--- config.mk ---
export PLATFORM = sky130hd
export DESIGN_NAME = temperature_window_deviation_alarm_flat
export DESIGN_NICKNAME = d
export VERILOG_FILES = /design/src/rtl/core/twda_pkg.sv /design/src/rtl/core/twda_if.sv /design/src/rtl/core/temperature_window_deviation_alarm.sv /design/src/rtl/core/twda_cell.sv /design/src/rtl/core/twda_window.sv /design/src/flat_wrapper.sv
export SDC_FILE = /design/constraint.sdc
export NUM_CORES = 1
export LEC_CHECK = 0
export ABC_CLOCK_PERIOD_IN_PS = 7550
export BUFFER_PORTS_ARGS = -buffer_cell sky130_fd_sc_hd__buf_2
export CAP_MARGIN = 25
export CORE_MARGIN = 4
export CORE_UTILIZATION = 55
export DETAILED_ROUTE_END_ITERATION = 10
export GPL_TIMING_DRIVEN = 0
export PLACE_DENSITY = 0.72
export SLEW_MARGIN = 0
export SYNTH_ARGS = -nofsm -noshare
export SYNTH_HDL_FRONTEND = slang
export SYNTH_SLANG_ARGS = --single-unit
--- constraint.sdc ---
create_clock -name clock -period 7.55 [get_ports clock]
set_input_delay 0.3775 -clock clock [delete_from_list [all_inputs] [get_ports clock]]
set_output_delay 0.3775 -clock clock [all_outputs]
set_load 0.01 [all_outputs]
--- src/rtl/core/twda_pkg.sv ---
package twda_pkg;

   // field widths
   localparam int unsigned RAW_W    = 10;
   localparam int unsigned TENTHS_W = 12;
   localparam int unsigned SCALE_W  = 20;
   localparam int unsigned BAND_W   = 12;
   localparam int unsigned LEN_W    = 4;
   localparam int unsigned PHASE_W  = 4;
   localparam int unsigned SUM_W    = 16;
   localparam int unsigned CSR_IDX_W  = 2;
   localparam int unsigned CSR_DATA_W = 20;

   // product of raw sample and q16 scale, and the q16 fraction dropped
   localparam int unsigned PROD_W     = RAW_W + SCALE_W;
   localparam int unsigned FRAC_W     = 16;

   // exact divide of a SUM_W-bit sum by a depth of at most 32 via ceil reciprocal
   localparam int unsigned AVG_SHIFT  = SUM_W + 5;
   localparam int unsigned RECIP_W    = AVG_SHIFT;

   // reset values
   localparam logic [SCALE_W-1:0] SCALE_RESET  = SCALE_W'(211406);
   localparam logic [BAND_W-1:0]  BAND_RESET   = BAND_W'(20);
   localparam logic [LEN_W-1:0]   LENGTH_RESET = LEN_W'(4);

   localparam int unsigned WINDOW_DEPTH_DEFAULT = 10;

   typedef enum logic [CSR_IDX_W-1:0] {
      REG_SCALE  = 2'd0,
      REG_BAND   = 2'd1,
      REG_LENGTH = 2'd2
   } reg_index_type;

   // what the window row shows to the rest of the pipe
   typedef struct packed {
      logic [TENTHS_W-1:0] newest;
      logic [TENTHS_W-1:0] second;
      logic [TENTHS_W-1:0] third;
      logic [SUM_W-1:0]    sum;
   } taps_type;

endpackage

--- src/rtl/core/twda_if.sv ---
interface twda_req_if;
   logic                         valid;
   logic                         ready;
   logic [twda_pkg::RAW_W-1:0]   raw_sample;

   modport source (output valid, raw_sample, input ready);
   modport sink (input valid, raw_sample, output ready);
endinterface

interface twda_rsp_if;
   logic                          valid;
   logic                          ready;
   logic [twda_pkg::TENTHS_W-1:0] newest_tenths;
   logic [twda_pkg::TENTHS_W-1:0] second_tenths;
   logic [twda_pkg::TENTHS_W-1:0] third_tenths;
   logic [twda_pkg::TENTHS_W-1:0] window_average;
   logic                          average_fresh;
   logic                          alarm_active;

   modport source (output valid, newest_tenths, second_tenths, third_tenths,
                   window_average, average_fresh, alarm_active, input ready);
   modport sink (input valid, newest_tenths, second_tenths, third_tenths,
                 window_average, average_fresh, alarm_active, output ready);
endinterface

interface twda_csr_if;
   logic                            valid;
   logic                            ready;
   logic [twda_pkg::CSR_IDX_W-1:0]  reg_index;
   logic [twda_pkg::CSR_DATA_W-1:0] wdata;

   modport source (output valid, reg_index, wdata, input ready);
   modport sink (input valid, reg_index, wdata, output ready);
endinterface

--- src/rtl/core/temperature_window_deviation_alarm.sv ---
// channel  dir  payload                                     handshake
// req      in   raw_sample                                  valid/ready
// rsp      out  newest/second/third_tenths, window_average,  valid/ready
//               average_fresh, alarm_active
// csr      in   reg_index, wdata                            valid/ready, always ready
//
// four-stage pipe: scale, window shift, average, band check; one beat per cycle while rsp is ready
// a req beat passes the scale, window, average and band-check registers on its way to rsp
// the alarm phase updates in the last stage only, so the feedback loop is a 4-bit count
// each stage moves when the stage after it is empty or moving, so bubbles collapse
// reset is synchronous; it clears the window, running sum, phase, held average
// and loads the register defaults
module temperature_window_deviation_alarm #(
   parameter int unsigned WINDOW_DEPTH = twda_pkg::WINDOW_DEPTH_DEFAULT
) (
   input  logic          clock,
   input  logic          reset,
   twda_req_if.sink      req_bus,
   twda_rsp_if.source    rsp_bus,
   twda_csr_if.sink      csr_bus
);

   // ceil(2^AVG_SHIFT / depth) makes the shift-back exact for every 16-bit sum
   localparam int unsigned AvgRecip =
      ((1 << twda_pkg::AVG_SHIFT) + WINDOW_DEPTH - 1) / WINDOW_DEPTH;
   localparam int unsigned AvgProdW = twda_pkg::SUM_W + twda_pkg::RECIP_W;

   // ---------------- configuration registers ----------------
   logic [twda_pkg::SCALE_W-1:0] scale_ff;
   logic [twda_pkg::BAND_W-1:0]  band_ff;
   logic [twda_pkg::LEN_W-1:0]   length_ff;
   logic                         csr_write;

   assign csr_bus.ready = 1'b1;
   assign csr_write     = csr_bus.valid & csr_bus.ready;

   always_ff @(posedge clock) begin
      if (reset) begin
         scale_ff  <= twda_pkg::SCALE_RESET;
         band_ff   <= twda_pkg::BAND_RESET;
         length_ff <= twda_pkg::LENGTH_RESET;
      end else if (csr_write) begin
         unique case (csr_bus.reg_index)
            twda_pkg::REG_SCALE:  scale_ff  <= csr_bus.wdata;
            twda_pkg::REG_BAND:   band_ff   <= csr_bus.wdata[twda_pkg::BAND_W-1:0];
            twda_pkg::REG_LENGTH: length_ff <= csr_bus.wdata[twda_pkg::LEN_W-1:0];
            default: ;  // writes past the register list are dropped
         endcase
      end
   end

   // ---------------- stage enables ----------------
   logic v1_ff, v2_ff, v3_ff, v4_ff;
   logic en1, en2, en3, en4;

   assign en4 = ~v4_ff | rsp_bus.ready;
   assign en3 = ~v3_ff | en4;
   assign en2 = ~v2_ff | en3;
   assign en1 = ~v1_ff | en2;

   assign req_bus.ready = en1;

   always_ff @(posedge clock) begin
      if (reset) begin
         v1_ff <= 1'b0;
         v2_ff <= 1'b0;
         v3_ff <= 1'b0;
         v4_ff <= 1'b0;
      end else begin
         if (en1) v1_ff <= req_bus.valid;
         if (en2) v2_ff <= v1_ff;
         if (en3) v3_ff <= v2_ff;
         if (en4) v4_ff <= v3_ff;
      end
   end

   // ---------------- stage 1: q16 scale and saturate ----------------
   logic [twda_pkg::PROD_W-1:0]          scale_prod;
   logic [twda_pkg::PROD_W-twda_pkg::FRAC_W-1:0] scale_int;
   logic [twda_pkg::TENTHS_W-1:0]        scaled_in, scaled_ff;

   assign scale_prod = twda_pkg::PROD_W'(req_bus.raw_sample) * twda_pkg::PROD_W'(scale_ff);
   assign scale_int  = scale_prod[twda_pkg::PROD_W-1:twda_pkg::FRAC_W];
   // anything above 4095 tenths pins at full scale
   assign scaled_in  = (|scale_int[twda_pkg::PROD_W-twda_pkg::FRAC_W-1:twda_pkg::TENTHS_W])
                     ? '1 : scale_int[twda_pkg::TENTHS_W-1:0];

   always_ff @(posedge clock) begin
      if (en1) scaled_ff <= scaled_in;
   end

   // ---------------- stage 2: window row and running sum ----------------
   twda_pkg::taps_type taps;

   twda_window #(
      .WINDOW_DEPTH (WINDOW_DEPTH)
   ) u_window (
      .clock    (clock),
      .reset    (reset),
      .shift_en (en2 & v1_ff),
      .sample   (scaled_ff),
      .taps     (taps)
   );

   // ---------------- stage 3: mean via reciprocal multiply ----------------
   logic [AvgProdW-1:0]           avg_prod;
   logic [twda_pkg::TENTHS_W-1:0] avg_in, avg3_ff;
   logic [twda_pkg::TENTHS_W-1:0] newest3_ff, second3_ff, third3_ff;

   assign avg_prod = AvgProdW'(taps.sum) * AvgProdW'(AvgRecip);
   assign avg_in   = avg_prod[twda_pkg::AVG_SHIFT +: twda_pkg::TENTHS_W];

   always_ff @(posedge clock) begin
      if (en3) begin
         avg3_ff    <= avg_in;
         newest3_ff <= taps.newest;
         second3_ff <= taps.second;
         third3_ff  <= taps.third;
      end
   end

   // ---------------- stage 4: band check and alarm phase ----------------
   logic                          take4;
   logic [twda_pkg::PHASE_W-1:0]  phase_ff, phase_in, phase_step;
   logic [twda_pkg::LEN_W-1:0]    len_eff;
   logic [twda_pkg::PHASE_W:0]    phase_inc;
   logic [twda_pkg::TENTHS_W-1:0] last_avg_ff, last_avg_in;
   logic [twda_pkg::TENTHS_W:0]   low_side, high_side;
   logic                          outside;
   logic                          fresh_in, active_in;
   logic [twda_pkg::TENTHS_W-1:0] newest_ff, second_ff, third_ff;
   logic                          fresh_ff, active_ff;

   assign take4 = en4 & v3_ff;

   // a zero length counts as one
   assign len_eff    = (length_ff == '0) ? twda_pkg::LEN_W'(1) : length_ff;
   assign phase_inc  = {1'b0, phase_ff} + 1'b1;
   assign phase_step = (phase_inc >= (twda_pkg::PHASE_W + 1)'(len_eff))
                     ? '0 : phase_inc[twda_pkg::PHASE_W-1:0];

   // newest < avg - band  <=>  newest + band < avg, so nothing wraps
   assign low_side  = {1'b0, newest3_ff} + {1'b0, band_ff};
   assign high_side = {1'b0, avg3_ff} + {1'b0, band_ff};
   assign outside   = (low_side < {1'b0, avg3_ff}) | ({1'b0, newest3_ff} > high_side);

   always_comb begin
      phase_in    = phase_ff;
      last_avg_in = last_avg_ff;
      fresh_in    = 1'b0;
      active_in   = 1'b0;
      if (phase_ff == '0) begin
         last_avg_in = avg3_ff;
         fresh_in    = 1'b1;
         if (outside) begin
            active_in = 1'b1;
            phase_in  = phase_step;
         end
      end else begin
         // mid-episode: no check, mean held
         active_in = 1'b1;
         phase_in  = phase_step;
      end
   end

   always_ff @(posedge clock) begin
      if (reset) begin
         phase_ff    <= '0;
         last_avg_ff <= '0;
      end else if (take4) begin
         phase_ff    <= phase_in;
         last_avg_ff <= last_avg_in;
      end
   end

   always_ff @(posedge clock) begin
      if (take4) begin
         newest_ff <= newest3_ff;
         second_ff <= second3_ff;
         third_ff  <= third3_ff;
         fresh_ff  <= fresh_in;
         active_ff <= active_in;
      end
   end

   assign rsp_bus.valid          = v4_ff;
   assign rsp_bus.newest_tenths  = newest_ff;
   assign rsp_bus.second_tenths  = second_ff;
   assign rsp_bus.third_tenths   = third_ff;
   assign rsp_bus.window_average = last_avg_ff;
   assign rsp_bus.average_fresh  = fresh_ff;
   assign rsp_bus.alarm_active   = active_ff;

   // ---------------- checks ----------------
   // a held mean only ever shows up during an alarm
   assert property (@(posedge clock) disable iff (reset)
      rsp_bus.valid && !rsp_bus.average_fresh |-> rsp_bus.alarm_active)
      else $error("stale average without alarm");

   // an accepted beat always lands in the scale stage
   assert property (@(posedge clock) disable iff (reset)
      req_bus.valid && req_bus.ready |=> v1_ff)
      else $error("accepted beat lost in stage one");

   // mid-episode beats never recompute the mean
   assert property (@(posedge clock) disable iff (reset)
      take4 && phase_ff != '0 |=> !rsp_bus.average_fresh && rsp_bus.alarm_active)
      else $error("check run during alarm episode");

   // the running sum stays the true window sum, which never exceeds depth * 4095
   assert property (@(posedge clock) disable iff (reset)
      taps.sum <= twda_pkg::SUM_W'(WINDOW_DEPTH * 4095))
      else $error("window sum out of range");

endmodule

--- src/rtl/core/twda_cell.sv ---
module twda_cell (
   input  logic                          clock,
   input  logic                          reset,
   input  logic                          shift_en,
   input  logic [twda_pkg::TENTHS_W-1:0] value_in,
   output logic [twda_pkg::TENTHS_W-1:0] value_out
);

   logic [twda_pkg::TENTHS_W-1:0] value_ff;
   logic [twda_pkg::TENTHS_W-1:0] value_next_in;

   // take the neighbor's value on a shift, otherwise hold
   assign value_next_in = shift_en ? value_in : value_ff;

   always_ff @(posedge clock) begin
      if (reset) begin
         value_ff <= '0;
      end else begin
         value_ff <= value_next_in;
      end
   end

   assign value_out = value_ff;

endmodule

--- src/rtl/core/twda_window.sv ---
module twda_window #(
   parameter int unsigned WINDOW_DEPTH = twda_pkg::WINDOW_DEPTH_DEFAULT
) (
   input  logic                          clock,
   input  logic                          reset,
   input  logic                          shift_en,
   input  logic [twda_pkg::TENTHS_W-1:0] sample,
   output twda_pkg::taps_type            taps
);

   logic [twda_pkg::TENTHS_W-1:0] cell_q [WINDOW_DEPTH];
   logic [twda_pkg::SUM_W-1:0]    sum_ff;
   logic [twda_pkg::SUM_W-1:0]    sum_in;

   // entry 0 is the oldest, the new sample enters at the far end
   for (genvar i = 0; i < WINDOW_DEPTH; i++) begin : g_cell
      if (i == WINDOW_DEPTH - 1) begin : g_head
         twda_cell u_cell (
            .clock     (clock),
            .reset     (reset),
            .shift_en  (shift_en),
            .value_in  (sample),
            .value_out (cell_q[i])
         );
      end else begin : g_body
         twda_cell u_cell (
            .clock     (clock),
            .reset     (reset),
            .shift_en  (shift_en),
            .value_in  (cell_q[i+1]),
            .value_out (cell_q[i])
         );
      end
   end

   // running sum: the oldest drops out as the new one comes in
   assign sum_in = shift_en
                 ? sum_ff - twda_pkg::SUM_W'(cell_q[0]) + twda_pkg::SUM_W'(sample)
                 : sum_ff;

   always_ff @(posedge clock) begin
      if (reset) begin
         sum_ff <= '0;
      end else begin
         sum_ff <= sum_in;
      end
   end

   assign taps.newest = cell_q[WINDOW_DEPTH-1];
   assign taps.second = cell_q[WINDOW_DEPTH-2];
   assign taps.sum    = sum_ff;

   if (WINDOW_DEPTH >= 3) begin : g_third
      assign taps.third = cell_q[WINDOW_DEPTH-3];
   end else begin : g_no_third
      assign taps.third = '0;
   end

endmodule

--- src/flat_wrapper.sv ---
// flat-port wrapper written by rule: the top's interface ports become plain ports
module temperature_window_deviation_alarm_flat 
#(
   parameter int unsigned WINDOW_DEPTH = twda_pkg::WINDOW_DEPTH_DEFAULT
)
  (clock, reset, req_bus_valid, req_bus_raw_sample, req_bus_ready, rsp_bus_valid, rsp_bus_newest_tenths, rsp_bus_second_tenths, rsp_bus_third_tenths, rsp_bus_window_average, rsp_bus_average_fresh, rsp_bus_alarm_active, rsp_bus_ready, csr_bus_valid, csr_bus_reg_index, csr_bus_wdata, csr_bus_ready);
  twda_req_if req_bus_i ();
  twda_rsp_if rsp_bus_i ();
  twda_csr_if csr_bus_i ();
  input  logic clock;
  input  logic reset;
  input wire logic [$bits(req_bus_i.valid)-1:0] req_bus_valid;
  input wire logic [$bits(req_bus_i.raw_sample)-1:0] req_bus_raw_sample;
  output wire logic [$bits(req_bus_i.ready)-1:0] req_bus_ready;
  output wire logic [$bits(rsp_bus_i.valid)-1:0] rsp_bus_valid;
  output wire logic [$bits(rsp_bus_i.newest_tenths)-1:0] rsp_bus_newest_tenths;
  output wire logic [$bits(rsp_bus_i.second_tenths)-1:0] rsp_bus_second_tenths;
  output wire logic [$bits(rsp_bus_i.third_tenths)-1:0] rsp_bus_third_tenths;
  output wire logic [$bits(rsp_bus_i.window_average)-1:0] rsp_bus_window_average;
  output wire logic [$bits(rsp_bus_i.average_fresh)-1:0] rsp_bus_average_fresh;
  output wire logic [$bits(rsp_bus_i.alarm_active)-1:0] rsp_bus_alarm_active;
  input wire logic [$bits(rsp_bus_i.ready)-1:0] rsp_bus_ready;
  input wire logic [$bits(csr_bus_i.valid)-1:0] csr_bus_valid;
  input wire logic [$bits(csr_bus_i.reg_index)-1:0] csr_bus_reg_index;
  input wire logic [$bits(csr_bus_i.wdata)-1:0] csr_bus_wdata;
  output wire logic [$bits(csr_bus_i.ready)-1:0] csr_bus_ready;
  assign req_bus_i.valid = req_bus_valid;
  assign req_bus_i.raw_sample = req_bus_raw_sample;
  assign req_bus_ready = req_bus_i.ready;
  assign rsp_bus_valid = rsp_bus_i.valid;
  assign rsp_bus_newest_tenths = rsp_bus_i.newest_tenths;
  assign rsp_bus_second_tenths = rsp_bus_i.second_tenths;
  assign rsp_bus_third_tenths = rsp_bus_i.third_tenths;
  assign rsp_bus_window_average = rsp_bus_i.window_average;
  assign rsp_bus_average_fresh = rsp_bus_i.average_fresh;
  assign rsp_bus_alarm_active = rsp_bus_i.alarm_active;
  assign rsp_bus_i.ready = rsp_bus_ready;
  assign csr_bus_i.valid = csr_bus_valid;
  assign csr_bus_i.reg_index = csr_bus_reg_index;
  assign csr_bus_i.wdata = csr_bus_wdata;
  assign csr_bus_ready = csr_bus_i.ready;
  temperature_window_deviation_alarm #(.WINDOW_DEPTH(WINDOW_DEPTH)) u_core (.clock(clock), .reset(reset), .req_bus(req_bus_i), .rsp_bus(rsp_bus_i), .csr_bus(csr_bus_i));
endmodule
==> results of run 1 <==
[kinds of logic after synthesis]
logic type / Yosys count / synth area share (%)
AO/OA/AOI/OAI: 345 / 9.30
XOR/XNOR: 59 / 2.30
adder cells (fa/ha/maj): 493 / 35.4
buffers and inverters: 477 / 8.01
flip-flops: 290 / 30.2
multiplexers: 7 / 0.329
other: 1 / 0.0167
AND/OR/NAND/NOR: 732 / 14.4
[routing by layer]
metal / wire length, um / vias up / track usage [%]
met5: 0 / - / 0
met1: 22300 / 8055 / 31.1
met2: 25300 / 471 / 41.3
met3: 3320 / 116 / 4.09
li1: - / 7904 / -
met4: 1480 / 0 / 6.19
[power breakdown]
group | switching (mW) | internal (mW) | leakage (nW) | total, mW
registers | 0.190 | 1.89 | 2.63 | 2.08
clock network | 0.640 | 0.990 | 0.556 | 1.63
logic | 3.81 | 2.85 | 8.53 | 6.66
[path summary, 6_finish.rpt]
| path | depth (start not counted) | endpoint |
|---|---|---|
| setup reg to reg | 20 | u_core.scaled_ff[1]$_SDFFCE_PP1P_ |
| hold / removal | 3 | u_core.scale_ff[13]$_SDFFE_PP1P_ |
| setup / recovery | 22 | u_core.scaled_ff[1]$_SDFFCE_PP1P_ |
| hold reg to reg | 0 | u_core.rsp_bus.third_tenths[9]$_DFFE_PP_ |
[metrics by stage]
| stage | hold slack, ns | worst slack, ns | area [um^2] |
|---|---|---|---|
| after global routing | 0.0422 | 0.855 | 24700 |
| final | 0.0330 | 1.27 | 24700 |
| after CTS | 0.0160 | 1.26 | 24700 |
| after detailed placement | 0.405 | 0.648 | 23600 |
| after global placement | 0.403 | 0.748 | 23500 |
| after floorplan | 0.400 | 1.89 | 22400 |
[critical path: cells and delay by family]
kind	cells	cell delay (ns)
AND/OR/NAND/NOR	2	0.38
adder cells (fa/ha/maj)	6	2.79
buffers and inverters	7	1.49
AO/OA/AOI/OAI	7	1.51
[placed cells by master, fill, tap and decap left out, types with 12 or more instances in the layout]
master / synthesis / final
a211oi_1: 13 / 13
a21o_1: 20 / 20
a21oi_1: 209 / 209
and2_1: 91 / 91
buf_2: 3 / 82
clkbuf_1: 92 / 94
clkbuf_16: 0 / 34
dfxtp_1: 192 / 192
edfxtp_1: 98 / 98
fa_1: 236 / 236
ha_1: 257 / 257
inv_1: 375 / 375
nand2_1: 459 / 458
nand3_1: 24 / 24
nand3b_1: 17 / 17
nor2_1: 76 / 76
nor3_1: 14 / 14
o21a_1: 12 / 12
o21ai_0: 31 / 31
xnor2_1: 41 / 41
xor2_1: 18 / 18
[cell type report]
| class | count | area [um^2] | area share (%) |
|---|---|---|---|
| antenna | 1 | 2.50 | 0.0101 |
| buffer | 102 | 390 | 1.58 |
| clock buffer | 39 | 900 | 3.64 |
| clock inverter | 17 | 236 | 0.958 |
| inverter | 375 | 1410 | 5.70 |
| multi-input combinational | 1637 | 13900 | 56.2 |
| sequential | 290 | 6790 | 27.5 |
| tap | 525 | 657 | 2.66 |
| timing repair buffer | 81 | 443 | 1.79 |
==> reports/metrics.cfg, run 1 <==
[status]
status = complete, no violations

[synth]
synth_cells = 2404
yosys_warnings = 0
synth_top_area_share_pct = 21.1
synth_nets = 2934
synth_edf_count = 98
synth_top_area_cell = fa_1
async_flop_share_pct = 0
ys_seq_area_share_pct = 30.2
synth_most_common_cell = nand2_1
synth.top_cells.by_count = nand2_1, inv_1, ha_1
synth_area_leaders = fa_1, dfxtp_1, ha_1
synth_area_um2 = 22400
synth_ff_type = dfxtp_1
avgSynthCellArea_um2 = 9.34
synth-seq-cells = 290
synth.distinct_cells = 70

[detailed_routing]
final_antenna_net_count = 0
route.detailed.drc = 0
drt_iter0_markers = 982
wirelength_mm = 52.4
vias = 16500
wl_per_cell_um = 17.1
firstDrtPassIters = 6
via_per_inst = 5.39

[critical_path]
cpMaxStageDelayCell = fa_1
rrSetupSlack_ns = 1.30
cp-end-kind = register
crit_fanout = 10
rr_startpoint = u_core.scale_ff[9]$_SDFFE_PP0P_
crit_start = req_bus_raw_sample[1]
crit_path_cell_trace = buf_2 -> clkbuf_1 -> buf_1 -> nand2_1 -> fa_1 -> inv_1 -> fa_1 -> fa_1 -> fa_1 -> inv_1 -> fa_1 -> inv_1 -> ha_1 -> a21o_1 -> a21oi_1 -> o221ai_1 -> a22oi_1 -> a21oi_1 -> o21ai_1 -> and3_1 -> clkbuf_1 -> o22ai_1
critPathKind = input port to register
arrival_ns = 6.58
critPathRequiredTime_ns = 7.85
worstSetupStartpointType = input port
cpPeakStageDelay_ns = 0.55
crit_top_cell = fa_1

[placement]
dp_hpwl_mm = 42.7
io_buffers = 79
place.gp.congestion = 0.932
dp.cells = 3010

[power_and_ir_drop]
power_mw = 10.4
p_leak_nw = 11.7
powerDensity_nw_per_um2 = 420
max-vdd-ir-drop_uv = 327

[final_layout]
utilization_pct = 61.7
fillers = 3323
final_nets = 3047
area_delta_synth_final_pct = 10.0
stdcell_count = 3067
drive_gt1_share_pct = 6.41
largest_register_ffs = 108

[floorplanning]
row_count = 73
die_y_um = 210
dieArea_um2 = 44100
core-area_um2 = 40000
ioPinCount = 90
start_util_pct = 56.1
fp.dieW_um = 210

[grt]
grt_max_degree = 31
overflow = 0
antenna_found_initial = 3
track_usage_pct = 23.8
grt_pass1_vias = 17200
grt_first_pass_wirelength_mm = 86.0

[sta]
final-setup-viol-count = 0
tightest_slew_ns = 0.992
period_needed_ns = 6.28
hold_viol = 0
fin_setup_tns_ns = 0
rsz0062_at_grt = no
fin_crit_sh_pct = 83.1
fmax_mhz = 159
clock-skew-final_ns = 0.0137
slew_violations = 0
slew_headroom_pct = 33.7

[clocking]
clock_path_buffers = 3
ctsHoldBuffers = 0
cts_resized = 0
cts_tree = built
clk_latency_ns = 0.58
cts-root-buf = clkbuf_16
clkSlewWorstSetupHoldPaths_ns = 0.06
numCtsBuffers = 30
cts.sinks = 290
post-cts-setup-buffers = 0
cts_max_level = 1

[hold_path]
hold_class = input port to register
min_from = csr_bus_wdata[13]

[job]
drv_cap = 0

Power figures use the tool's default switching activity.
==> run 2: changes to the inputs <==
--- a/config.mk
+++ b/config.mk
@@ -5,14 +5,14 @@
 export SDC_FILE = /design/constraint.sdc
 export NUM_CORES = 1
 export LEC_CHECK = 0
-export ABC_CLOCK_PERIOD_IN_PS = 7550
+export ABC_CLOCK_PERIOD_IN_PS = 5600
 export BUFFER_PORTS_ARGS = -buffer_cell sky130_fd_sc_hd__buf_2
 export CAP_MARGIN = 25
 export CORE_MARGIN = 4
 export CORE_UTILIZATION = 55
 export DETAILED_ROUTE_END_ITERATION = 10
 export GPL_TIMING_DRIVEN = 0
-export PLACE_DENSITY = 0.72
+export PLACE_DENSITY = 0.75
 export SLEW_MARGIN = 0
 export SYNTH_ARGS = -nofsm -noshare
 export SYNTH_HDL_FRONTEND = slang
==> constraint.sdc (replaced) <==
create_clock -name clock -period 5.6 [get_ports clock]
set_input_delay 0.28 -clock clock [delete_from_list [all_inputs] [get_ports clock]]
set_output_delay 0.28 -clock clock [all_outputs]
set_load 0.01 [all_outputs]
==> reports/metrics.cfg, run 2 (same netlist as run 1, synthesis figures left out) <==
[grt]
grt_pass1_vias = 17500  ; +1.9%
overflow = 0  ; unchanged
grt_first_pass_wirelength_mm = 87.4  ; +1.6%
antenna_found_initial = 2  ; -1
track_usage_pct = 24.2  ; +0.45 points
grt_max_degree = 41  ; +32%

[sta]
hold_viol = 0  ; unchanged
slew_violations = 0  ; unchanged
fin_crit_sh_pct = 97.7
final-setup-viol-count = 0  ; unchanged
clock-skew-final_ns = 0.0174  ; +0.00370 ns
fin_setup_tns_ns = 0  ; unchanged
period_needed_ns = 5.47
slew_headroom_pct = 31.8  ; -1.9 points
fmax_mhz = 183
fin_ws_ns = 0.129  ; -1.14 ns
tightest_slew_ns = 1.02  ; +0.0282 ns
timing.hold.ws_ns = 0.0192  ; -0.0137 ns

[critical_path]
critPathRequiredTime_ns = 5.92  ; -1.93 ns
rr_startpoint = u_core.scale_ff[9]$_SDFFE_PP0P_
rrSetupSlack_ns = 0.13  ; -1.17 ns
crit_top_cell = fa_1
worstSetupStartpointType = register
ff2ff_path_depth = 18  ; -10%
cpPeakStageDelay_ns = 0.54  ; about the same
cpMaxStageDelayCell = fa_1
arrival_ns = 5.79  ; -0.79 ns
reg2reg_to = u_core.scaled_ff[9]$_SDFFCE_PP1P_
crit_path_cell_trace = nand2_1 -> fa_1 -> inv_1 -> fa_1 -> fa_1 -> fa_1 -> inv_1 -> fa_1 -> inv_1 -> ha_1 -> a21o_1 -> a21oi_2 -> o221ai_2 -> a22oi_2 -> nand3b_1 -> a221oi_4 -> xnor2_1 -> o21ai_0
cp-end-kind = register
crit_fanout = 11  ; +1
critPathKind = register to register

[clocking]
numCtsBuffers = 29  ; -3.3%
cts-root-buf = clkbuf_16
clk_latency_ns = 0.58  ; about the same
cts.sinks = 290  ; unchanged
cts_max_level = 1  ; unchanged
clkSlewWorstSetupHoldPaths_ns = 0.06  ; about the same
clock_path_buffers = 3  ; unchanged
cts_tree = built

[placement]
dp_hpwl_mm = 42.6  ; -0.37%
dp.cells = 3010  ; unchanged
pre_cts_slack_ns = -1.22  ; -1.87 ns
io_buffers = 79  ; unchanged
place.gp.congestion = 0.963  ; +3.3%

[hold_path]
hold_class = input port to register
hold_end = u_core.band_ff[0]$_SDFFE_PP0P_
min_from = csr_bus_wdata[0]
holdPathStages = 3  ; unchanged

[job]
drv_cap = 0  ; unchanged

[power_and_ir_drop]
powerDensity_nw_per_um2 = 579  ; +38%
max-vdd-ir-drop_uv = 525  ; +61%
p_leak_nw = 11.8  ; +1.1%

[floorplanning]
core-area_um2 = 40000  ; unchanged
row_count = 73  ; unchanged
dieArea_um2 = 44100  ; unchanged
start_util_pct = 56.1  ; unchanged
die_y_um = 210  ; unchanged
fp.dieW_um = 210  ; unchanged
ioPinCount = 90  ; unchanged

[detailed_routing]
wirelength_mm = 54.2  ; +3.5%
drt_iter0_markers = 979  ; -0.31%
wl_per_cell_um = 17.6  ; +2.8%
vias = 16900  ; +2.0%
via_per_inst = 5.47  ; +1.4%
firstDrtPassIters = 5  ; -1
route.detailed.drc = 0  ; unchanged
final_antenna_net_count = 0  ; unchanged

[final_layout]
largest_register_ffs = 108  ; unchanged
utilization_pct = 63.0  ; +1.3 points
drive_gt1_share_pct = 10.0  ; +3.6 points
final_nets = 3067  ; +0.66%
final_common_cell = nand2_1
fillers = 3239  ; -2.5%
layout_common_cells = nand2_1, inv_1, ha_1
area_delta_synth_final_pct = 12.4
stdcell_count = 3085  ; +0.59%

[status]
status = complete, no violations

[run 2: cell type report]
class | instances | area (um^2) | share of cell area (%)
Buffer | 92 | 418 | 1.66
Clock buffer | 39 | 856 | 3.39
Antenna cell | 2 | 5.00 | 0.0198
Inverter | 375 | 1410 | 5.58
Timing Repair Buffer | 112 | 703 | 2.79
Multi-Input combinational cell | 1637 | 14200 | 56.2
Sequential cell | 290 | 6860 | 27.2
Tap cell | 525 | 657 | 2.60
Clock inverter | 13 | 140 | 0.556
[run 2: stage by stage]
stage	total power, mW	area, um^2
detailed placement	11.8	23500
finish	14.6	25200
global route	16.1	25200
global placement	11.3	23500
floorplan	9.60	22400
CTS	13.9	24800
[run 2: worst max path at each step]
stage                                                       from                                end  slack, ns  cells after the start
final                            u_core.scale_ff[9]$_SDFFE_PP0P_  u_core.scaled_ff[9]$_SDFFCE_PP1P_       0.13                     18
after global routing      u_core.u_window.sum_ff[7]$_SDFFE_PP0P_        u_core.avg3_ff[9]$_DFFE_PP_      -0.02                     17
after CTS                 u_core.u_window.sum_ff[7]$_SDFFE_PP0P_        u_core.avg3_ff[9]$_DFFE_PP_       0.01                     19
after detailed placement                   req_bus_raw_sample[1]  u_core.scaled_ff[9]$_SDFFCE_PP1P_      -1.22                     22
after global placement                     req_bus_raw_sample[1]  u_core.scaled_ff[8]$_SDFFCE_PP1P_      -1.07                     22
after floorplan                            req_bus_raw_sample[1]  u_core.scaled_ff[1]$_SDFFCE_PP1P_       0.04                     21
[run 2: routing by layer]
layer | GRT usage, % | vias up | share of wire, % | routed length [um]
li1 | - | 7955 | - | -
met1 | 31.6 | 8288 | 42 | 22600
met2 | 42.3 | 527 | 49 | 26700
met3 | 3.90 | 110 | 6.4 | 3450
met4 | 6.30 | 0 | 2.6 | 1430
met5 | 0 | - | 0 | 0
[run 2: power breakdown]
group	internal, mW	leakage, nW	switching, mW
registers	2.57	2.64	0.280
clock network	1.17	0.499	0.836
logic	4.28	8.70	5.46
total	8.02	11.8	6.58
[run 2: critical path: cells and delay by family (launching register included)]
family	cells	cell delay, ns
fa+ha+maj	6	2.79
xor+xnor	1	0.15
flops	1	0.45
simple gates	2	0.39
compound gates	6	1.29
buf+inv	3	0.14
[run 2: what timing repair did]
action / CTS / global route
pin swaps: 6 / 34
setup buffers: 2 / 20
endpoints found under the setup margin: 20 / 20
gates resized for setup: 49 / 85
hold buffers: 9 / 0
endpoints found under the hold margin: 9 / 0
==> run 3: changes to the inputs <==
--- a/config.mk
+++ b/config.mk
@@ -5,14 +5,16 @@
 export SDC_FILE = /design/constraint.sdc
 export NUM_CORES = 1
 export LEC_CHECK = 0
-export ABC_CLOCK_PERIOD_IN_PS = 5600
+export ABC_CLOCK_PERIOD_IN_PS = 5800
 export BUFFER_PORTS_ARGS = -buffer_cell sky130_fd_sc_hd__buf_2
 export CAP_MARGIN = 25
+export CELL_PAD_IN_SITES_DETAIL_PLACEMENT = 0
+export CELL_PAD_IN_SITES_GLOBAL_PLACEMENT = 1
 export CORE_MARGIN = 4
-export CORE_UTILIZATION = 55
+export CORE_UTILIZATION = 25
 export DETAILED_ROUTE_END_ITERATION = 10
 export GPL_TIMING_DRIVEN = 0
-export PLACE_DENSITY = 0.75
+export PLACE_DENSITY_LB_ADDON = 0.1
 export SLEW_MARGIN = 0
 export SYNTH_ARGS = -nofsm -noshare
 export SYNTH_HDL_FRONTEND = slang
==> constraint.sdc (replaced) <==
create_clock -name clock -period 5.8 [get_ports clock]
set_input_delay 0.29 -clock clock [delete_from_list [all_inputs] [get_ports clock]]
set_output_delay 0.29 -clock clock [all_outputs]
set_load 0.01 [all_outputs]
==> reports/metrics.cfg, run 3 (same netlist as run 1, synthesis figures left out) <==
[status]
status = complete, no violations

[grt]
overflow = 0  ; unchanged
grt_max_degree = 26  ; -37%
grt_first_pass_wirelength_mm = 103  ; +18%
track_usage_pct = 14.2  ; -10 points
antenna_found_initial = 1  ; -1
grt_pass1_vias = 17200  ; -2.1%

[hold_path]
min_from = csr_bus_wdata[4]
holdPathStages = 3  ; unchanged
hold_end = u_core.scale_ff[4]$_SDFFE_PP0P_
hold_class = input port to register

[critical_path]
crit_path_cell_trace = ha_1 -> inv_2 -> fa_1 -> fa_1 -> fa_1 -> fa_1 -> inv_1 -> fa_1 -> ha_4 -> a211oi_1 -> nor2_1 -> o22a_1 -> and2_1 -> o31a_1 -> a41oi_2 -> a21oi_1 -> xnor2_1
arrival_ns = 5.92  ; +0.13 ns
cpMaxStageDelayCell = fa_1
reg2reg_to = u_core.avg3_ff[11]$_DFFE_PP_
worstSetupStartpointType = register
cp_top_family = adder cells
crit_top_cell = fa_1
critPathKind = register to register
path_buf_inv = 2  ; -1
critPathRequiredTime_ns = 6.10  ; +0.18 ns
cpPeakStageDelay_ns = 0.60  ; +0.06 ns
crit_fanout = 7  ; -4
rrSetupSlack_ns = 0.18  ; +0.05 ns
cp-end-kind = register
ff2ff_path_depth = 17  ; -1
rr_startpoint = u_core.u_window.sum_ff[6]$_SDFFE_PP0P_

[detailed_routing]
firstDrtPassIters = 5  ; unchanged
route.detailed.drc = 0  ; unchanged
drt_iter0_markers = 803  ; -18%
wirelength_mm = 66.7  ; +23%
wl_per_cell_um = 17.9  ; +1.9%
vias = 16200  ; -4.1%
final_antenna_net_count = 0  ; unchanged
via_per_inst = 4.34  ; -21%

[sta]
clock-skew-final_ns = 0.0368  ; +0.0194 ns
fin_crit_sh_pct = 96.9  ; -0.82 points
final-setup-viol-count = 0  ; unchanged
slew_headroom_pct = 32.1  ; +0.26 points
rsz0062_at_grt = no
timing.hold.ws_ns = 0.0570  ; +0.0378 ns
fmax_mhz = 178  ; -2.6%
period_needed_ns = 5.62  ; +0.148 ns
tightest_slew_ns = 1.02  ; -0.00168 ns
hold_viol = 0  ; unchanged
slew_violations = 0  ; unchanged

[final_layout]
utilization_pct = 29.3  ; -34 points
layout_common_cells = nand2_1, inv_1, ha_1
largest_register_ffs = 108  ; unchanged
stdcell_count = 3728  ; +21%
final_nets = 3065  ; -0.065%
drive_gt1_share_pct = 9.21  ; -0.84 points
area_delta_synth_final_pct = 15.8
final_common_cell = nand2_1

[power_and_ir_drop]
powerDensity_nw_per_um2 = 553  ; -4.5%
max-vdd-ir-drop_uv = 357  ; -32%
p_leak_nw = 11.9  ; +0.48%
power_mw = 14.4  ; -1.5%

[placement]
place.gp.congestion = 0.775  ; -20%
dp_hpwl_mm = 54.4  ; +28%
io_buffers = 79  ; unchanged
dp.cells = 3650  ; +21%

[floorplanning]
dieArea_um2 = 94600  ; +110%
row_count = 109  ; +49%
die_y_um = 308  ; +46%
fp.dieW_um = 308  ; +46%
start_util_pct = 25.3  ; -31 points
ioPinCount = 90  ; unchanged
core-area_um2 = 88800  ; +120%

[clocking]
clk_latency_ns = 0.57  ; about the same
cts_tree = built
clock_path_buffers = 3  ; unchanged
clkSlewWorstSetupHoldPaths_ns = 0.06  ; about the same
cts.sinks = 290  ; unchanged
cts_max_level = 2  ; +1
cts-root-buf = clkbuf_16
numCtsBuffers = 36  ; +24%

[job]
drv_cap = 0  ; unchanged

-- run 3: cell types whose count changed in the layout (fill, tap and decap cells not counted), moves of 3 or more --
cell,previous run,this run
clkbuf_16,31,36
dfxtp_4,17,9
clkbuf_2,0,4
clkbuf_1,74,78
buf_4,25,15
ha_4,15,7
dfxtp_2,7,13
clkbuf_4,2,5
a21oi_1,203,208
a21oi_2,6,0
ha_1,241,248
-- run 3: worst max-delay path by stage --
stage	start	endpoint	depth (start not counted)
2_1_floorplan	req_bus_raw_sample[1]	u_core.scaled_ff[1]$_SDFFCE_PP1P_	21
3_3_place_gp	req_bus_raw_sample[1]	u_core.scaled_ff[9]$_SDFFCE_PP1P_	22
3_5_place_dp	req_bus_raw_sample[1]	u_core.scaled_ff[8]$_SDFFCE_PP1P_	22
4_1_cts	u_core.scale_ff[12]$_SDFFE_PP1P_	u_core.scaled_ff[0]$_SDFFCE_PP1P_	20
5_1_grt	u_core.scale_ff[17]$_SDFFE_PP1P_	u_core.scaled_ff[9]$_SDFFCE_PP1P_	21
6_report	u_core.u_window.sum_ff[6]$_SDFFE_PP0P_	u_core.avg3_ff[11]$_DFFE_PP_	17
-- run 3: tightest hold or removal path, cell delays in order --
cell     delay, ns
buf_2         0.16
nand2_1       0.07
a21oi_1       0.05
-- run 3: layer usage --
layer / share of wire [%] / wire length [um] / GRT usage (%) / up-vias
li1: - / - / - / 7973
met1: 49 / 32500 / 19.5 / 7915
met2: 46 / 30800 / 23.9 / 227
met3: 3.4 / 2260 / 1.97 / 65
met4: 1.8 / 1200 / 2.79 / 0
met5: 0 / 0 / 0 / -
-- run 3: through the flow --
stage               TNS [ns]  cell area, um^2  setup WS, ns
global placement      -19.60            24300         -1.48
CTS                        0            25800       0.00162
detailed placement    -18.76            24400         -1.43
floorplan                  0            22400         0.226
finish                     0            26000         0.181
global route               0            26000       0.00850
-- run 3: what timing repair did --
item                                    in CTS  in global routing
hold endpoints to repair                     8                  0
hold buffers                                 8                  0
buffers inserted                             2                 10
gates resized for setup                     52                 56
pin swaps                                    3                 15
endpoints found under the setup margin      21                 17
cloned                                       0                  0
-- run 3: power by group --
group          total, mW  switching, mW  internal, mW
Sequential          2.78          0.306          2.47
Clock               2.31          0.947          1.37
Combinational       9.29           5.29          3.99
Total               14.4           6.55          7.84
-- run 3: final cells by class --
type | instances | area (um^2)
Fill cell | 9440 | 62800
Multi-Input combinational cell | 1637 | 14100
Sequential cell | 290 | 6840
Tap cell | 1165 | 1460
Inverter | 375 | 1410
Clock buffer | 49 | 1010
Timing Repair Buffer | 101 | 613
Buffer | 94 | 420
Clock inverter | 16 | 189
Antenna cell | 1 | 2.50
